<file path="config.mk">
export PLATFORM = sky130hd
export DESIGN_NAME = glyph_text_renderer_unit
export DESIGN_NICKNAME = d
export VERILOG_FILES = /design/src/gtr_pkg.sv /design/src/glyph_text_renderer_unit.sv /design/src/gtr_glyph_rom.sv /design/src/gtr_raster.sv
export SDC_FILE = /design/constraint.sdc
export NUM_CORES = 1
export LEC_CHECK = 0
export BUFFER_PORTS_ARGS = -buffer_cell sky130_fd_sc_hd__buf_2
export CELL_PAD_IN_SITES_DETAIL_PLACEMENT = 2
export CELL_PAD_IN_SITES_GLOBAL_PLACEMENT = 2
export CORE_ASPECT_RATIO = 0.8
export CORE_UTILIZATION = 38
export CTS_CLUSTER_SIZE = 28
export DETAILED_ROUTE_END_ITERATION = 6
export HOLD_SLACK_MARGIN = 0.03
export PLACE_DENSITY = 0.77
export SKIP_LAST_GASP = 1
export SLEW_MARGIN = 20
export SYNTH_ARGS = -nofsm -noshare
export SYNTH_HDL_FRONTEND = slang
export SYNTH_SLANG_ARGS = --single-unit
</file>
<file path="constraint.sdc">
create_clock -name clk -period 3.47 [get_ports clk]
set_clock_uncertainty 0.1 [all_clocks]
set_input_delay 0.347 -clock clk [delete_from_list [all_inputs] [get_ports clk]]
set_output_delay 0.347 -clock clk [all_outputs]
set_load 0.1 [all_outputs]
</file>
<file path="src/gtr_pkg.sv">
// ----------------------------------------------------------------------------
// gtr_pkg
// Shared types and constants of the 5x7 glyph text renderer: font table,
// glyph geometry, pen advance and the pixel beat struct.
// ----------------------------------------------------------------------------
package gtr_pkg;

	localparam int GLYPH_COUNT = 21;
	localparam int GLYPH_COLS  = 5;
	localparam int GLYPH_ROWS  = 7;
	localparam int GLYPH_BITS  = GLYPH_COLS * GLYPH_ROWS;

	localparam int ADDR_W  = 18;
	localparam int COORD_X_W = 10;
	localparam int COORD_Y_W = 9;
	localparam int COLOR_W = 8;
	localparam int CODE_W  = 8;

	localparam logic [COORD_X_W:0]   PEN_ADVANCE = (COORD_X_W+1)'(6);
	localparam logic [COORD_X_W-1:0] PEN_X_MAX   = '1;

	localparam logic [2:0] ROW_LAST = 3'(GLYPH_ROWS - 1);

	// bit index = column * 7 + row; each literal lists column 4 down to column 0
	typedef logic [GLYPH_BITS-1:0] glyph_t;

	localparam logic [CODE_W-1:0] GLYPH_CODES [GLYPH_COUNT] = '{
		8'h41, 8'h45, 8'h47, 8'h4D, 8'h4F, 8'h50, 8'h4C, 8'h52, 8'h53, 8'h56,
		8'h30, 8'h31, 8'h32, 8'h33, 8'h34, 8'h35, 8'h36, 8'h37, 8'h38, 8'h39,
		8'h3A
	};

	localparam glyph_t GLYPH_ROM [GLYPH_COUNT] = '{
		{7'h7C, 7'h12, 7'h11, 7'h12, 7'h7C},  // A
		{7'h41, 7'h49, 7'h49, 7'h49, 7'h7F},  // E
		{7'h3A, 7'h49, 7'h49, 7'h41, 7'h3E},  // G
		{7'h7F, 7'h02, 7'h0C, 7'h02, 7'h7F},  // M
		{7'h3E, 7'h41, 7'h41, 7'h41, 7'h3E},  // O
		{7'h06, 7'h09, 7'h09, 7'h09, 7'h7F},  // P
		{7'h40, 7'h40, 7'h40, 7'h40, 7'h7F},  // L
		{7'h46, 7'h29, 7'h19, 7'h09, 7'h7F},  // R
		{7'h32, 7'h49, 7'h49, 7'h49, 7'h26},  // S
		{7'h07, 7'h38, 7'h40, 7'h38, 7'h07},  // V
		{7'h3E, 7'h45, 7'h49, 7'h51, 7'h3E},  // 0
		{7'h00, 7'h40, 7'h7F, 7'h42, 7'h00},  // 1
		{7'h46, 7'h49, 7'h51, 7'h61, 7'h42},  // 2
		{7'h31, 7'h4B, 7'h45, 7'h41, 7'h21},  // 3
		{7'h10, 7'h7F, 7'h12, 7'h14, 7'h18},  // 4
		{7'h39, 7'h45, 7'h45, 7'h45, 7'h27},  // 5
		{7'h30, 7'h49, 7'h49, 7'h4A, 7'h3C},  // 6
		{7'h03, 7'h05, 7'h09, 7'h71, 7'h01},  // 7
		{7'h36, 7'h49, 7'h49, 7'h49, 7'h36},  // 8
		{7'h1E, 7'h29, 7'h49, 7'h49, 7'h06},  // 9
		{7'h00, 7'h00, 7'h36, 7'h36, 7'h00}   // colon
	};

	typedef struct packed {
		logic [ADDR_W-1:0]    addr;
		logic [COORD_X_W-1:0] x;
		logic [COORD_Y_W-1:0] y;
		logic                 last;
	} pix_t;

endpackage

</file>
<file path="src/glyph_text_renderer_unit.sv">
// An accepted character is loaded, then the cell sequencer steps one glyph cell per
//   cycle, up to the last set cell of its bitmap (index at most 34); a set cell
//   holds the step while the pixel side stalls, an empty cell emits nothing. A new
//   character is taken only once the sequencer is idle again.
// Unknown characters emit nothing.
// Reset (arst_n low, asynchronous): pen at (0,0), sequencer idle, output empty.
// ----------------------------------------------------------------------------
// glyph_text_renderer_unit
// 5x7 character generator: draws one character per input beat as a series
// of framebuffer pixel writes, keeping a pen position between characters.
// ----------------------------------------------------------------------------
module glyph_text_renderer_unit
	import gtr_pkg::*;
#(
	parameter int SCREEN_WIDTH_PX = 320
) (
	input  logic        clk,
	input  logic        arst_n,

	input  logic        s_tvalid,
	output logic        s_tready,
	input  logic [39:0] s_tdata,   // char_code[7:0], start_x[17:8], start_y[26:18],
	                               // color[34:27], zero pad[39:35]
	input  logic        s_tuser,   // new_string

	output logic        m_tvalid,
	input  logic        m_tready,
	output logic [47:0] m_tdata,   // pixel_address[17:0], pixel_x[27:18],
	                               // pixel_y[36:28], pixel_color[44:37], zero pad[47:45]
	output logic        m_tlast    // last pixel beat of the character
);

	// input beat fields
	logic [CODE_W-1:0]    char_code;
	logic [COORD_X_W-1:0] start_x;
	logic [COORD_Y_W-1:0] start_y;
	logic [COLOR_W-1:0]   color;

	assign char_code = s_tdata[7:0];
	assign start_x   = s_tdata[17:8];
	assign start_y   = s_tdata[26:18];
	assign color     = s_tdata[34:27];

	logic in_beat;
	logic seq_idle;

	assign s_tready = seq_idle;
	assign in_beat  = s_tvalid && s_tready;

	// pen state: loaded on a new string, advanced by 6 after every character
	logic [COORD_X_W-1:0] pen_x_q;
	logic [COORD_Y_W-1:0] pen_y_q;
	logic [COORD_X_W-1:0] draw_x;
	logic [COORD_Y_W-1:0] draw_y;
	logic [COORD_X_W:0]   adv_x;

	assign draw_x = s_tuser ? start_x : pen_x_q;
	assign draw_y = s_tuser ? start_y : pen_y_q;
	assign adv_x  = {1'b0, draw_x} + PEN_ADVANCE;

	always_ff @(posedge clk or negedge arst_n) begin
		if (!arst_n) begin
			pen_x_q <= '0;
			pen_y_q <= '0;
		end else if (in_beat) begin
			pen_x_q <= adv_x[COORD_X_W] ? PEN_X_MAX : adv_x[COORD_X_W-1:0];
			pen_y_q <= draw_y;
		end
	end

	// color rides along with the character being drawn
	logic [COLOR_W-1:0] color_q;

	always_ff @(posedge clk) begin
		if (in_beat) color_q <= color;
	end

	glyph_t glyph;

	gtr_glyph_rom u_rom (
		.char_code (char_code),
		.glyph     (glyph)
	);

	logic pix_valid;
	logic pix_ready;
	pix_t pix;

	gtr_raster #(
		.SCREEN_WIDTH_PX (SCREEN_WIDTH_PX)
	) u_raster (
		.clk       (clk),
		.arst_n    (arst_n),
		.start     (in_beat),
		.glyph     (glyph),
		.pen_x     (draw_x),
		.pen_y     (draw_y),
		.idle      (seq_idle),
		.pix_valid (pix_valid),
		.pix       (pix),
		.pix_ready (pix_ready)
	);

	// output register: refills in the same cycle the held beat is taken
	logic               out_valid_q;
	pix_t               out_pix_q;
	logic [COLOR_W-1:0] out_color_q;

	assign pix_ready = !out_valid_q || m_tready;

	always_ff @(posedge clk or negedge arst_n) begin
		if (!arst_n) begin
			out_valid_q <= 1'b0;
		end else if (pix_ready) begin
			out_valid_q <= pix_valid;
		end
	end

	always_ff @(posedge clk) begin
		if (pix_ready && pix_valid) begin
			out_pix_q   <= pix;
			out_color_q <= color_q;
		end
	end

	assign m_tvalid = out_valid_q;
	assign m_tlast  = out_pix_q.last;
	assign m_tdata  = {3'b000, out_color_q, out_pix_q.y, out_pix_q.x, out_pix_q.addr};

endmodule

</file>
<file path="src/gtr_glyph_rom.sv">
// ----------------------------------------------------------------------------
// gtr_glyph_rom
// Maps a character code to its 35-bit column-major bitmap; unknown codes
// give an empty bitmap.
// ----------------------------------------------------------------------------
module gtr_glyph_rom
	import gtr_pkg::*;
(
	input  logic [CODE_W-1:0] char_code,
	output glyph_t            glyph
);

	always_comb begin
		glyph = '0;
		for (int i = 0; i < GLYPH_COUNT; i++) begin
			if (char_code == GLYPH_CODES[i]) begin
				glyph = GLYPH_ROM[i];
			end
		end
	end

endmodule

</file>
<file path="src/gtr_raster.sv">
// ----------------------------------------------------------------------------
// gtr_raster
// Cell sequencer: walks the glyph bitmap column by column, one cell a cycle
// unless pix_ready stalls a set cell; one shared adder steps the address.
// ----------------------------------------------------------------------------
module gtr_raster
	import gtr_pkg::*;
#(
	parameter int SCREEN_WIDTH_PX = 320
) (
	input  logic                 clk,
	input  logic                 arst_n,
	input  logic                 start,
	input  glyph_t               glyph,
	input  logic [COORD_X_W-1:0] pen_x,
	input  logic [COORD_Y_W-1:0] pen_y,
	output logic                 idle,
	output logic                 pix_valid,
	output pix_t                 pix,
	input  logic                 pix_ready
);

	localparam logic [ADDR_W-1:0] ROW_STEP = ADDR_W'(SCREEN_WIDTH_PX);

	typedef enum logic [2:0] {
		ST_IDLE = 3'b001,
		ST_LOAD = 3'b010,
		ST_SCAN = 3'b100
	} state_t;

	state_t               state_q;
	glyph_t               bits_q;
	logic [COORD_X_W-1:0] pen_x_q;
	logic [COORD_Y_W-1:0] pen_y_q;
	logic [2:0]           row_q;
	logic [2:0]           col_q;
	logic [ADDR_W-1:0]    cell_addr_q;
	logic [ADDR_W-1:0]    col_addr_q;

	logic [ADDR_W-1:0] base_addr;
	logic [ADDR_W-1:0] op_a;
	logic [ADDR_W-1:0] op_b;
	logic [ADDR_W-1:0] step_sum;
	logic              col_end;
	logic              cell_done;
	logic              rest_empty;

	// base = pen_y * width + pen_x, kept modulo 2^18
	assign base_addr = ADDR_W'(ADDR_W'(pen_y_q) * ROW_STEP) + ADDR_W'(pen_x_q);

	// shared adder: next row in this column, or top of the next column
	assign col_end  = (row_q == ROW_LAST);
	assign op_a     = col_end ? col_addr_q : cell_addr_q;
	assign op_b     = col_end ? ADDR_W'(1) : ROW_STEP;
	assign step_sum = op_a + op_b;

	assign rest_empty = (bits_q[GLYPH_BITS-1:1] == '0);
	assign cell_done  = (state_q == ST_SCAN) && (!bits_q[0] || pix_ready);

	assign idle      = (state_q == ST_IDLE);
	assign pix_valid = (state_q == ST_SCAN) && bits_q[0];
	assign pix.addr  = cell_addr_q;
	assign pix.x     = pen_x_q + COORD_X_W'(col_q);
	assign pix.y     = pen_y_q + COORD_Y_W'(row_q);
	assign pix.last  = rest_empty;

	always_ff @(posedge clk or negedge arst_n) begin
		if (!arst_n) begin
			state_q <= ST_IDLE;
		end else begin
			unique case (state_q)
				ST_IDLE: begin
					if (start) state_q <= ST_LOAD;
				end
				ST_LOAD: begin
					state_q <= (bits_q == '0) ? ST_IDLE : ST_SCAN;
				end
				ST_SCAN: begin
					if (cell_done && rest_empty) state_q <= ST_IDLE;
				end
				default: state_q <= ST_IDLE;
			endcase
		end
	end

	always_ff @(posedge clk) begin
		if (idle && start) begin
			bits_q  <= glyph;
			pen_x_q <= pen_x;
			pen_y_q <= pen_y;
		end
		if (state_q == ST_LOAD) begin
			cell_addr_q <= base_addr;
			col_addr_q  <= base_addr;
			row_q       <= '0;
			col_q       <= '0;
		end else if (cell_done) begin
			bits_q      <= bits_q >> 1;
			cell_addr_q <= step_sum;
			if (col_end) begin
				col_addr_q <= step_sum;
				row_q      <= '0;
				col_q      <= col_q + 3'd1;
			end else begin
				row_q <= row_q + 3'd1;
			end
		end
	end

	a_hold: assert property (@(posedge clk) disable iff (!arst_n)
		pix_valid && !pix_ready |=> pix_valid && $stable(pix))
		else $error("pixel changed while stalled");

	a_load_once: assert property (@(posedge clk) disable iff (!arst_n)
		state_q == ST_LOAD |=> state_q != ST_LOAD)
		else $error("load state repeated");

	a_last_ends: assert property (@(posedge clk) disable iff (!arst_n)
		pix_valid && pix_ready && pix.last |=> state_q == ST_IDLE)
		else $error("scan continued after last pixel");

	a_start: assert property (@(posedge clk) disable iff (!arst_n)
		idle && start |=> state_q == ST_LOAD)
		else $error("start not taken");

endmodule

</file>
Word-level counts from Yosys, hierarchy flattened
Cells that the tools add are included.

Output and inout port bits: 51. Flip-flop bits (word level): 173. Bits of input ports: 45.

Equality and inequality tests: 27. Multiply operators: 1. $add $sub $neg: 7. Reduce and logical (&&, ||, !) cells: 17. Mux-type cells: 39.

Operators by type and width (count): 35-bit two-way mux (24); 18-bit two-way mux (6); 8-bit by 6-bit == test with 1-bit output, second input constant (11); 8-bit by 7-bit == test with 1-bit output, second input constant (10); 35-bit logical NOT (1); 34-bit logical NOT (1); 10-bit two-way mux (2); 18-bit by 10-bit adder with 18-bit output (1); 18-bit adder (1); 9-bit two-way mux (2); 9-bit by 3-bit multiplier with 12-bit output, second input constant (1); 3-bit two-way mux (4); 10-bit by 3-bit adder with 11-bit output, second input constant (1); 10-bit by 3-bit adder with 10-bit output (1); 9-bit by 3-bit adder with 9-bit output (1); 3-bit one-hot mux with 3 select lines (1); 3-bit by 1-bit adder with 3-bit output, second input constant (2); 3-bit == test, second input constant (2); 1-bit logical AND (6); 2-bit AND reduction (3); 2-bit nonzero test (2); 3-bit by 1-bit == test with 1-bit output, second input constant (1); 3-bit by 2-bit == test with 1-bit output, second input constant (1); 1-bit logical NOT (2); 3 further kinds (4).

Logic depth before layout (Yosys ltp)
Gate-level depths: netlist (run 1).

Word-level depth: 25. Gate-level depth with buffers: 13. Mapped depth without buffers: 11.

Cells and area by module
From an unflattened synthesis (run 1), not the netlist that was laid out.

Cells, all modules: 965. Area, all modules: 9724.3 µm².

Modules (own cells, without submodules): gtr_raster (sequential area each 2548.7 µm², cells an instance 555, area each 5570.3 µm², instances 1); glyph_text_renderer_unit (sequential area each 2122.0 µm², cells an instance 196, area each 2931.6 µm², instances 1); gtr_glyph_rom (sequential area each 0.0 µm², cells an instance 214, area each 1222.4 µm², instances 1).

Worst setup path after synthesis (run 1)
No wires, ideal clock.

Kind: register to register. Start: register u_raster.state_q[0]. End: register color_q[0] (enable). Cell stages (with the launch flop): 6. Path buffers: 2. Arrival time: 4.768 ns. Path slack: -1.800 ns. Required time: 2.969 ns. Cell sequence: dfstp_2 nor3b_1 nand2_1 inv_1 clkbuf_1 buf_1.

Word-level cells in the longest chain between the ends: 2.

Ends and longest elaborated chain: start: declaration (line gtr_raster.sv:31) `state_t state_q;`; start signal: assignment (line gtr_raster.sv:76) `state_q <= (bits_q == '0) ? ST_IDLE : ST_SCAN;`; 3-bit by 1-bit == test with 1-bit output (line gtr_raster.sv:60) `assign idle = (state_q == ST_IDLE);`; named net s_tready (line glyph_text_renderer_unit.sv:21) `output logic s_tready,`; 1-bit logical AND (line glyph_text_renderer_unit.sv:48) `assign in_beat = s_tvalid && s_tready;`; named net in_beat (line glyph_text_renderer_unit.sv:44) `logic in_beat;`; end signal: assignment (line glyph_text_renderer_unit.sv:75) `if (in_beat) color_q <= color;`; end: declaration (line glyph_text_renderer_unit.sv:72) `logic [COLOR_W-1:0] color_q;`.

The timed path passes the listed nets, and every way through them passes these cells. A chain may end at the register's enable or synchronous reset.

Final worst setup path (run 1)
Start: register u_raster.pen_y_q[1]. End: register u_raster.col_addr_q[17] (data pin).

Word-level cells in the longest chain between the ends: 3.

Ends and longest elaborated chain: start: declaration (line gtr_raster.sv:34) `logic [COORD_Y_W-1:0] pen_y_q;`; start signal: assignment (line gtr_raster.sv:90) `pen_y_q <= pen_y;`; 9-bit by 3-bit multiplier with 12-bit output (line gtr_raster.sv:49) `assign base_addr = ADDR_W'(ADDR_W'(pen_y_q) * ROW_STEP) + ADDR_W'(pen_x_q);`; 18-bit by 10-bit adder with 18-bit output (line gtr_raster.sv:49); 18-bit two-way mux (line gtr_raster.sv:92) `if (state_q == ST_LOAD) begin`; end signal: assignment (line gtr_raster.sv:94) `col_addr_q <= base_addr;`; end signal: assignment (line gtr_raster.sv:101) `col_addr_q <= step_sum;`; end: declaration (line gtr_raster.sv:38) `logic [ADDR_W-1:0] col_addr_q;`.

No other way between the ends.

==> impl_results.html, run 1 <==
<table>
<tr><th>Metric</th><th>Value</th></tr>
<tr><th colspan="2">Setup path</th></tr>
<tr><td>Buffering stage count on the worst path with inverters included</td><td>1</td></tr>
<tr><td>Sort of element at the start of the critical path</td><td>flop</td></tr>
<tr><td>Worst path slowest cell</td><td>nor4b_1</td></tr>
<tr><td>CP Cell Sequence</td><td>ha_1 -&gt; ha_1 -&gt; inv_1 -&gt; fa_1 -&gt; or2_0 -&gt; o21ai_0 -&gt; o32ai_1 -&gt; nor4b_1 -&gt; and4b_1 -&gt; a2bb2oi_1</td></tr>
<tr><td>Worst Path Class, Setup</td><td>flop to flop</td></tr>
<tr><td>Data required time at the worst endpoint</td><td>3.64 ns</td></tr>
<tr><td>Worst-path fanout max</td><td>3</td></tr>
<tr><td>CP arrival</td><td>3.52 ns</td></tr>
<tr><td>Critical path capture point type</td><td>flop</td></tr>
<tr><td>CP most frequent cell</td><td>ha_1</td></tr>
<tr><td>Crit path largest cell delay</td><td>~0.57 ns</td></tr>
<tr><td>Category of cells accounting for the largest share of critical-path delay</td><td>simple AND/OR/NAND/NOR gates</td></tr>
<tr><th colspan="2">Global route</th></tr>
<tr><td>Busiest grt layer</td><td>met2</td></tr>
<tr><td>Vias in the first global route</td><td>~8100</td></tr>
<tr><td>Global-route met2 utilization</td><td>between 30 and 40%</td></tr>
<tr><td>Gr usage total</td><td>about 25%</td></tr>
<tr><td>Number of antenna violations at the first check in global routing</td><td>0</td></tr>
<tr><td>Pin count of the biggest net entering global routing</td><td>45</td></tr>
<tr><td>Met1 GRT Util</td><td>36.97%</td></tr>
<tr><td>Wire length of the first global-routing pass</td><td>around 47 mm</td></tr>
<tr><td>Met3 track demand over resource</td><td>under 10%</td></tr>
<tr><td>Overflow left after global routing</td><td>0</td></tr>
<tr><th colspan="2">STA</th></tr>
<tr><td>Max-slew violation count</td><td>0</td></tr>
<tr><td>Highest achievable clock rate</td><td>299.3 MHz</td></tr>
<tr><td>Final worst-path cycle share</td><td>96.28%</td></tr>
<tr><td>Final setup viols</td><td>0</td></tr>
<tr><td>Min setup slack post-route</td><td>~0.13 ns</td></tr>
<tr><td>Post-route setup TNS</td><td>0 ns</td></tr>
<tr><td>RSZ-0062 raised after global routing</td><td>yes</td></tr>
<tr><td>Tightest slew margin relative to the limit</td><td>a little over two fifths</td></tr>
<tr><td>Final hold violation count</td><td>0</td></tr>
<tr><td>Final critical path time including I/O delays and setup</td><td>roughly 3.3 ns</td></tr>
<tr><td>Worst Tran Pin Value</td><td>0.8516 ns</td></tr>
<tr><td>Worst hold-check slack</td><td>0.1274 ns</td></tr>
<tr><th colspan="2">Layout</th></tr>
<tr><td>Final Non-Filler Cells</td><td>about 1300</td></tr>
<tr><td>Fillers</td><td>2550</td></tr>
<tr><td>Antenna cells</td><td>0</td></tr>
<tr><td>Layout-stage area growth over the synthesis result</td><td>16.21%</td></tr>
<tr><td>Commonest cells after routing, fill and taps aside</td><td>nand2_1, edfxtp_1, buf_2</td></tr>
<tr><td>Number of nets at the end of the flow</td><td>1096</td></tr>
<tr><td>Fraction of final layout cells with drive strength greater than 1</td><td>approximately 17%</td></tr>
<tr><td>Leading cell type in the layout, fill and taps excluded</td><td>nand2_1</td></tr>
<tr><th colspan="2">Min path</th></tr>
<tr><td>Class of the tightest hold or removal check</td><td>input pin to flop</td></tr>
<tr><th colspan="2">Synthesis</th></tr>
<tr><td>Number of standard cells after synthesis</td><td>around 930</td></tr>
<tr><td>Total of flip-flops plus latches after synthesis</td><td>173</td></tr>
<tr><td>Synthesized area divided by synthesized cell count</td><td>around 10 sq um</td></tr>
<tr><td>Primary flip-flop cell chosen by synthesis mapping</td><td>edfxtp_1</td></tr>
<tr><td>Share of flip-flops with an asynchronous set or reset after synthesis</td><td>approximately an eighth</td></tr>
<tr><td>Netlist area before placement</td><td>roughly 0.0093 sq mm</td></tr>
<tr><td>Synth Warn #</td><td>0</td></tr>
<tr><td>Post-synth cell types</td><td>roughly 80</td></tr>
<tr><td>Sequential cell area fraction in the yosys report</td><td>49.97%</td></tr>
<tr><td>Number of flops mapped to enable cells by yosys</td><td>between 100 and 150</td></tr>
<tr><th colspan="2">Route</th></tr>
<tr><td>Total number of vias</td><td>7790</td></tr>
<tr><td>Total length of routed wires</td><td>between 30 and 40 mm</td></tr>
<tr><td>Routed length per placed instance</td><td>22.85 um</td></tr>
<tr><td>Initial DRT Pass Iterations</td><td>6</td></tr>
<tr><td>Antenna viol nets, final</td><td>0</td></tr>
<tr><td>Post-route DRC</td><td>0</td></tr>
<tr><td>Number of violations reported at the end of detailed-routing iteration 0</td><td>a little over 600</td></tr>
<tr><td>Vias per std cell</td><td>between 5 and 6</td></tr>
<tr><th colspan="2">Floorplanning</th></tr>
<tr><td>Total Die Area</td><td>approximately 0.025 sq mm</td></tr>
<tr><td>Initial standard-cell utilization of the core</td><td>about 39%</td></tr>
<tr><td>I/O pin total</td><td>96</td></tr>
<tr><td>Placeable core area</td><td>approximately 0.024 sq mm</td></tr>
<tr><td>Floorplan row count</td><td>50</td></tr>
<tr><td>Die boundary height</td><td>142.3 um</td></tr>
<tr><td>Die extent in x</td><td>approximately 180 um</td></tr>
<tr><th colspan="2">Power</th></tr>
<tr><td>Power per unit of standard cell area</td><td>between 700 and 800 mW/mm^2</td></tr>
<tr><td>LEAKAGE</td><td>about 4.2 nW</td></tr>
<tr><td>Peak supply drop</td><td>approximately 360 uV</td></tr>
<tr><td>Total power</td><td>roughly 8.0 mW</td></tr>
<tr><th colspan="2">Placed design</th></tr>
<tr><td>Final HPWL from detailed placement</td><td>~22 mm</td></tr>
<tr><td>Port Buf Inserts</td><td>87</td></tr>
<tr><td>RD Place Congestion</td><td>between 0.8 and 0.9</td></tr>
<tr><td>Worst setup slack after placement</td><td>0.1517 ns</td></tr>
<tr><td>Cells after DPL</td><td>1300</td></tr>
<tr><th colspan="2">Clock tree</th></tr>
<tr><td>Number of sinks on the clock net</td><td>173</td></tr>
<tr><td>TritonCTS Buffers</td><td>17</td></tr>
<tr><td>Maximum level of the CTS H-tree</td><td>4</td></tr>
<tr><td>Clock transition at path regs</td><td>0.08 ns</td></tr>
<tr><td>Clock tree from TritonCTS</td><td>done</td></tr>
<tr><td>Cell at the root of the clock tree</td><td>clkbuf_16</td></tr>
<tr><td>Source-to-sink clock delay at the later pin of the worst-skew pair</td><td>between 0.4 and 0.5 ns</td></tr>
<tr><td>Maximum count of clock buffers along a single path</td><td>2</td></tr>
<tr><th colspan="2">Status</th></tr>
<tr><td>Result of the run</td><td>finished clean</td></tr>
<tr><th colspan="2">Flow run</th></tr>
<tr><td>Max-cap check violation count</td><td>0</td></tr>
</table>
[layer usage]
layer  wire length (um)  up-vias
met5                  0        -
li1                   -     3609
met2              13670      222
met3               1588       24
met4                342        0
met1              15110     3935
[per-stage QoR]
step	utilization, %	cell area, sq um
3_5_place_dp	42.72	10150
5_1_grt	45.69	10860
2_1_floorplan	-	9376
4_1_cts	45.60	10840
6_report	45.69	10860
3_3_place_gp	42.72	10150
[power by group]
| part | internal, mW | switching (mW) |
|---|---|---|
| combinational | 1.05 | 1.77 |
| clock | 0.969 | 0.959 |
| sequential | 2.82 | 0.448 |
| total | 4.84 | 3.18 |
[cell type report]
| type | instances | area (sq um) | share of cell area (%) |
|---|---|---|---|
| inverters | 29 | 108.9 | 1.002 |
| well taps | 312 | 390.4 | 3.594 |
| flip-flops and latches | 173 | 4671 | 43.00 |
| clock buffers | 17 | 425.4 | 3.916 |
| multi-input cells | 676 | 4377 | 40.29 |
| repair buffers | 122 | 720.7 | 6.634 |
| clock inverters | 15 | 170.2 | 1.566 |
[worst paths after layout]
kind | start | depth (start not counted) | endpoint | slack (ns)
max | u_raster.pen_y_q[1]$_DFFE_PP_ | 10 | u_raster.col_addr_q[17]$_DFFE_PP_ | 0.13
min | s_tdata[24] | 2 | u_raster.pen_y_q[6]$_DFFE_PP_ | 0.13
max reg2reg | u_raster.pen_y_q[1]$_DFFE_PP_ | 10 | u_raster.col_addr_q[17]$_DFFE_PP_ | 0.13
min reg2reg | color_q[7]$_DFFE_PP_ | 0 | out_color_q[7]$_DFFE_PP_ | 0.32
max in group asynchronous | arst_n | 2 | u_raster.state_q[2]$_DFFE_PN0P_ | 2.52
min in group asynchronous | arst_n | 2 | pen_y_q[6]$_DFFE_PN0P_ | 0.34
[Yosys cell counts (7+ instances only)]
cell,number,area (sq um)
a221oi_1,7,61.31
dfrtp_1,22,550.5
a21o_1,15,112.6
nor2_1,76,285.3
o22ai_1,8,50.05
a211oi_1,12,90.09
dfxtp_1,41,820.8
xor2_1,17,148.9
buf_1,10,37.54
nand4_1,8,50.05
nand3_1,30,150.1
nor3_1,13,65.06
buf_2,9,45.04
nor4_1,15,93.84
nand2b_1,17,106.4
a21oi_1,53,265.3
edfxtp_1,109,3273
nand2_1,114,427.9
a31oi_1,9,56.30
inv_1,28,105.1
o22a_1,8,70.07
a22oi_1,12,90.09
clkbuf_1,33,123.9
xnor2_1,30,262.8
ha_1,28,350.3
mux2i_1,20,200.2
nor2b_1,9,56.30
o21ai_0,63,315.3
mux2_2,14,157.7
[flip-flops by register name (all words and copies together), names as in the netlist]
name,cells
color_q,8
m_tdata,37
m_tlast,1
m_tvalid,1
out_color_q,8
pen_x_q,10
pen_y_q,9
u_raster.bits_q,35
u_raster.cell_addr_q,18
u_raster.col_addr_q,18
u_raster.col_q,3
u_raster.pen_x_q,10
u_raster.pen_y_q,9
u_raster.row_q,3
u_raster.state_q,3
[cell families after synthesis]
| kind of cell | count (synthesis) | share of synthesized area [%] |
|---|---|---|
| flops | 173 | 49.97 |
| xor+xnor | 47 | 4.404 |
| mux | 34 | 3.828 |
| simple gates | 319 | 16.72 |
| buf+inv | 84 | 3.614 |
| other cells | 1 | 0.04012 |
| fa+ha+maj | 32 | 4.605 |
| compound gates | 241 | 16.83 |
[what timing repair did]
action                                  4_1_cts  5_1_grt
endpoints found under the setup margin        0        6
resized for setup                             0        1
buffers inserted                              0        3
hold buffers                                  9        0
endpoints found under the hold margin        30        0
(Power assumes the default switching activity.)
==> inputs of run 2 (changes only) <==
--- a/config.mk
+++ b/config.mk
@@ -5,11 +5,12 @@
 export SDC_FILE = /design/constraint.sdc
 export NUM_CORES = 1
 export LEC_CHECK = 0
+export ABC_AREA = 1
 export BUFFER_PORTS_ARGS = -buffer_cell sky130_fd_sc_hd__buf_2
 export CELL_PAD_IN_SITES_DETAIL_PLACEMENT = 2
 export CELL_PAD_IN_SITES_GLOBAL_PLACEMENT = 2
 export CORE_ASPECT_RATIO = 0.8
-export CORE_UTILIZATION = 38
+export CORE_UTILIZATION = 36
 export CTS_CLUSTER_SIZE = 28
 export DETAILED_ROUTE_END_ITERATION = 6
 export HOLD_SLACK_MARGIN = 0.03
==> impl_results.html, run 2 <==
<table>
<tr><th>Metric</th><th>Value</th></tr>
<tr><th colspan="2">Flow run</th></tr>
<tr><td>Max-cap check violation count</td><td>0 (unchanged)</td></tr>
<tr><th colspan="2">Floorplanning</th></tr>
<tr><td>Die boundary height</td><td>146.5 um (was 142.3 um)</td></tr>
<tr><td>Initial standard-cell utilization of the core</td><td>36.92% (was 39.32%)</td></tr>
<tr><td>Total Die Area</td><td>0.02674 sq mm (was 0.02524 sq mm)</td></tr>
<tr><td>Placeable core area</td><td>0.02544 sq mm (was 0.02377 sq mm)</td></tr>
<tr><td>Die extent in x</td><td>182.6 um (was 177.4 um)</td></tr>
<tr><td>Floorplan row count</td><td>52 (was 50)</td></tr>
<tr><td>I/O pin total</td><td>96 (unchanged)</td></tr>
<tr><th colspan="2">Route</th></tr>
<tr><td>Number of violations reported at the end of detailed-routing iteration 0</td><td>441 (was 621)</td></tr>
<tr><td>Total number of vias</td><td>8309 (was 7790)</td></tr>
<tr><td>Vias per std cell</td><td>5.223 (was 5.796)</td></tr>
<tr><td>Routed length per placed instance</td><td>20.41 um (was 22.85 um)</td></tr>
<tr><td>Total length of routed wires</td><td>32.48 mm (was 30.71 mm)</td></tr>
<tr><td>Antenna viol nets, final</td><td>0 (unchanged)</td></tr>
<tr><td>Initial DRT Pass Iterations</td><td>5 (was 6)</td></tr>
<tr><td>Post-route DRC</td><td>0 (unchanged)</td></tr>
<tr><th colspan="2">Placed design</th></tr>
<tr><td>Cells after DPL</td><td>1548 (was 1300)</td></tr>
<tr><td>Port Buf Inserts</td><td>87 (unchanged)</td></tr>
<tr><td>RD Place Congestion</td><td>0.9141 (was 0.8918)</td></tr>
<tr><td>Final HPWL from detailed placement</td><td>23.84 mm (was 22.07 mm)</td></tr>
<tr><td>Area of placed instances</td><td>0.01022 sq mm (was 0.01015 sq mm)</td></tr>
<tr><th colspan="2">Setup path</th></tr>
<tr><td>Buffering stage count on the worst path with inverters included</td><td>2 (was 1)</td></tr>
<tr><td>Worst r2r path cells</td><td>12 (was 10)</td></tr>
<tr><td>CP Cell Sequence</td><td>ha_1 -&gt; ha_1 -&gt; inv_1 -&gt; fa_1 -&gt; xnor2_1 -&gt; inv_1 -&gt; nor2_1 -&gt; nand2_1 -&gt; nor2_1 -&gt; xnor2_1 -&gt; nand2_1 -&gt; nand2_1 (was ha_1 -&gt; ha_1 -&gt; inv_1 -&gt; fa_1 -&gt; or2_0 -&gt; o21ai_0 -&gt; o32ai_1 -&gt; nor4b_1 -&gt; and4b_1 -&gt; a2bb2oi_1)</td></tr>
<tr><td>CP most frequent cell</td><td>nand2_1 (was ha_1)</td></tr>
<tr><td>Worst-path fanout max</td><td>4 (was 3)</td></tr>
<tr><td>Worst Path Class, Setup</td><td>flop to flop (unchanged)</td></tr>
<tr><td>Critical path capture point type</td><td>flop (unchanged)</td></tr>
<tr><td>Crit path largest cell delay</td><td>0.49 ns (was 0.57 ns)</td></tr>
<tr><td>Data required time at the worst endpoint</td><td>3.57 ns (was 3.64 ns)</td></tr>
<tr><td>CP arrival</td><td>3.24 ns (was 3.52 ns)</td></tr>
<tr><td>Levels on crit path</td><td>12 (was 10)</td></tr>
<tr><td>Sort of element at the start of the critical path</td><td>flop (unchanged)</td></tr>
<tr><td>Worst path slowest cell</td><td>edfxtp_1 (was nor4b_1)</td></tr>
<tr><td>Category of cells accounting for the largest share of critical-path delay</td><td>adder cells (was simple AND/OR/NAND/NOR gates)</td></tr>
<tr><th colspan="2">Clock tree</th></tr>
<tr><td>Post-CTS setup-driven buffer insertion count</td><td>0 (unchanged)</td></tr>
<tr><td>TritonCTS Buffers</td><td>17 (unchanged)</td></tr>
<tr><td>Hold buffer count at CTS</td><td>11 (was 9)</td></tr>
<tr><td>Cell at the root of the clock tree</td><td>clkbuf_16 (unchanged)</td></tr>
<tr><td>Clock transition at path regs</td><td>0.07 ns (was 0.08 ns)</td></tr>
<tr><td>Source-to-sink clock delay at the later pin of the worst-skew pair</td><td>0.47 ns (was 0.45 ns)</td></tr>
<tr><td>Post-cts repair resize count</td><td>0 (unchanged)</td></tr>
<tr><td>Maximum level of the CTS H-tree</td><td>4 (unchanged)</td></tr>
<tr><td>Clock tree from TritonCTS</td><td>done (unchanged)</td></tr>
<tr><td>Maximum count of clock buffers along a single path</td><td>2 (unchanged)</td></tr>
<tr><td>Number of sinks on the clock net</td><td>173 (unchanged)</td></tr>
<tr><th colspan="2">STA</th></tr>
<tr><td>Final hold violation count</td><td>0 (unchanged)</td></tr>
<tr><td>Post-route setup TNS</td><td>0 ns (unchanged)</td></tr>
<tr><td>Highest achievable clock rate</td><td>318.8 MHz (was 299.3 MHz)</td></tr>
<tr><td>Tightest slew margin relative to the limit</td><td>37.32% (was 43.16%)</td></tr>
<tr><td>Final setup viols</td><td>0 (unchanged)</td></tr>
<tr><td>Final worst-path cycle share</td><td>90.40% (was 96.28%)</td></tr>
<tr><td>Max-slew violation count</td><td>0 (unchanged)</td></tr>
<tr><td>RSZ-0062 raised after global routing</td><td>no (was yes)</td></tr>
<tr><td>Final critical path time including I/O delays and setup</td><td>3.137 ns (was 3.341 ns)</td></tr>
<tr><td>Worst Tran Pin Value</td><td>0.9392 ns (was 0.8516 ns)</td></tr>
<tr><th colspan="2">Layout</th></tr>
<tr><td>Final Cell Area</td><td>0.01094 sq mm (was 0.01086 sq mm)</td></tr>
<tr><td>Fillers</td><td>2902 (was 2550)</td></tr>
<tr><td>Area of combinational cells with multiple inputs</td><td>0.003946 sq mm (was 0.004377 sq mm)</td></tr>
<tr><td>Leading cell type in the layout, fill and taps excluded</td><td>nand2_1 (unchanged)</td></tr>
<tr><td>Layout-stage area growth over the synthesis result</td><td>16.42% (was 16.21%)</td></tr>
<tr><td>Commonest cells after routing, fill and taps aside</td><td>nand2_1, inv_1, nor2_1 (was nand2_1, edfxtp_1, buf_2)</td></tr>
<tr><td>Fraction of final layout cells with drive strength greater than 1</td><td>13.63% (was 17.05%)</td></tr>
<tr><td>Number of flip-flops in the largest register</td><td>37 (unchanged)</td></tr>
<tr><td>Antenna cells</td><td>0 (unchanged)</td></tr>
<tr><td>Number of nets at the end of the flow</td><td>1304 (was 1096)</td></tr>
<tr><td>Sequential cell area</td><td>0.004671 sq mm (unchanged)</td></tr>
<tr><td>Final Non-Filler Cells</td><td>1591 (was 1344)</td></tr>
<tr><th colspan="2">Synthesis</th></tr>
<tr><td>Post-synth cell types</td><td>44 (was 81)</td></tr>
<tr><td>Library cell with the highest instance count after synthesis</td><td>nand2_1 (unchanged)</td></tr>
<tr><td>Primary flip-flop cell chosen by synthesis mapping</td><td>edfxtp_1 (unchanged)</td></tr>
<tr><td>Number of flops mapped to enable cells by yosys</td><td>109 (unchanged)</td></tr>
<tr><td>Library cell occupying the most area in the post-synthesis netlist</td><td>edfxtp_1 (unchanged)</td></tr>
<tr><td>Fraction of synthesized cell area taken by the top area cell type</td><td>34.85% (was 35.02%)</td></tr>
<tr><td>Most used standard cells in the synthesized netlist</td><td>nand2_1, inv_1, nor2_1, edfxtp_1, o21ai_0 (was nand2_1, edfxtp_1, nor2_1, o21ai_0, a21oi_1)</td></tr>
<tr><td>Number of standard cells after synthesis</td><td>1128 (was 931)</td></tr>
<tr><td>Netlist area before placement</td><td>0.009393 sq mm (was 0.009348 sq mm)</td></tr>
<tr><td>Most area-consuming cells after synthesis</td><td>edfxtp_1, nand2_1, dfxtp_1 (was edfxtp_1, dfxtp_1, dfrtp_1)</td></tr>
<tr><td>Sequential cell area fraction in the yosys report</td><td>49.73% (was 49.97%)</td></tr>
<tr><td>Synthesized area divided by synthesized cell count</td><td>8.327 sq um (was 10.04 sq um)</td></tr>
<tr><td>Total of flip-flops plus latches after synthesis</td><td>173 (unchanged)</td></tr>
<tr><td>Share of flip-flops with an asynchronous set or reset after synthesis</td><td>13.29% (unchanged)</td></tr>
<tr><td>Synth Warn #</td><td>0 (unchanged)</td></tr>
<tr><th colspan="2">Global route</th></tr>
<tr><td>Pin count of the biggest net entering global routing</td><td>65 (was 45)</td></tr>
<tr><td>Vias in the first global route</td><td>9077 (was 8125)</td></tr>
<tr><td>Gr usage total</td><td>25.51% (was 25.07%)</td></tr>
<tr><td>Overflow left after global routing</td><td>0 (unchanged)</td></tr>
<tr><td>Wire length of the first global-routing pass</td><td>51.22 mm (was 47.49 mm)</td></tr>
<tr><td>Number of antenna violations at the first check in global routing</td><td>0 (unchanged)</td></tr>
<tr><th colspan="2">Power</th></tr>
<tr><td>Total power</td><td>9.389 mW (was 8.021 mW)</td></tr>
<tr><td>Power per unit of standard cell area</td><td>858.6 mW/mm^2 (was 738.3 mW/mm^2)</td></tr>
<tr><td>Peak supply drop</td><td>475.2 uV (was 355.6 uV)</td></tr>
<tr><td>LEAKAGE</td><td>5.228 nW (was 4.244 nW)</td></tr>
<tr><th colspan="2">Status</th></tr>
<tr><td>Result of the run</td><td>finished clean (unchanged)</td></tr>
<tr><th colspan="2">Min path</th></tr>
<tr><td>Number of stages on the worst hold path</td><td>3 (was 2)</td></tr>
<tr><td>Class of the tightest hold or removal check</td><td>input pin to flop (unchanged)</td></tr>
</table>
[run 2: cell count changes after synthesis, moves of 21 or more]
cell,previous run,this run
nor2_1,76,122
nand2_1,114,245
o21ai_0,63,84
inv_1,28,165
nand3_1,30,75
[run 2: routing by layer]
| metal | wire length (um) | GRT usage (%) | up-vias |
|---|---|---|---|
| met5 | 0 | 0 | - |
| met1 | 15640 | 34.82 | 4189 |
| met4 | 626 | 8.025 | 0 |
| li1 | - | - | 3921 |
| met3 | 1353 | 4.964 | 36 |
| met2 | 14860 | 40.71 | 163 |
[run 2: cells by family after synthesis]
logic type      synth area share (%)
buf+inv                        8.472
fa+ha+maj                      4.582
simple gates                   23.67
mux                           0.1066
other cells                  0.03992
xor+xnor                       2.891
flops                          49.73
compound gates                 10.51
[run 2: final cells by class]
cell class                 count  share of cell area [%]
sequential                   173                   42.71
multi-input combinational    757                   36.09
timing repair buffer         110                   5.927
inverter                     168                   5.767
tap                          351                   4.016
clock buffer                  17                   3.890
clock inverter                15                   1.602
[run 2: final timing paths]
kind | end | startpoint | slack [ns]
hold / removal | u_raster.pen_y_q[0]$_DFFE_PP_ | s_tdata[18] | 0.14
min in group asynchronous | pen_y_q[7]$_DFFE_PN0P_ | arst_n | 0.30
max in group asynchronous | u_raster.state_q[0]$_DFFE_PN1P_ | arst_n | 2.58
setup / recovery | u_raster.col_addr_q[14]$_DFFE_PP_ | u_raster.pen_y_q[3]$_DFFE_PP_ | 0.33
hold reg to reg | out_color_q[4]$_DFFE_PP_ | color_q[4]$_DFFE_PP_ | 0.32
setup reg to reg | u_raster.col_addr_q[14]$_DFFE_PP_ | u_raster.pen_y_q[3]$_DFFE_PP_ | 0.33
[run 2: where the power goes]
part,switching (mW),internal [mW]
Sequential,0.385,3.03
Clock,0.943,1.09
Combinational,3.08,0.869
[run 2: stage by stage]
| step | utilization [%] | setup WS (ns) | hold slack [ns] |
|---|---|---|---|
| 4_1_cts | 42.99 | 0.3107 | 0.1268 |
| 2_1_floorplan | - | 0.01760 | -0.04859 |
| 6_report | 42.99 | 0.3331 | 0.1411 |
| 3_3_place_gp | 40.19 | 0.5803 | 0.2721 |
| 5_1_grt | 42.99 | 0.09569 | 0.1640 |
| 3_5_place_dp | 40.19 | 0.3995 | 0.2723 |
[run 2: worst min-delay path, cell delays in order]
cell     delay, ns
buf_2         0.07
nand2_1       0.04
o21ai_0       0.11
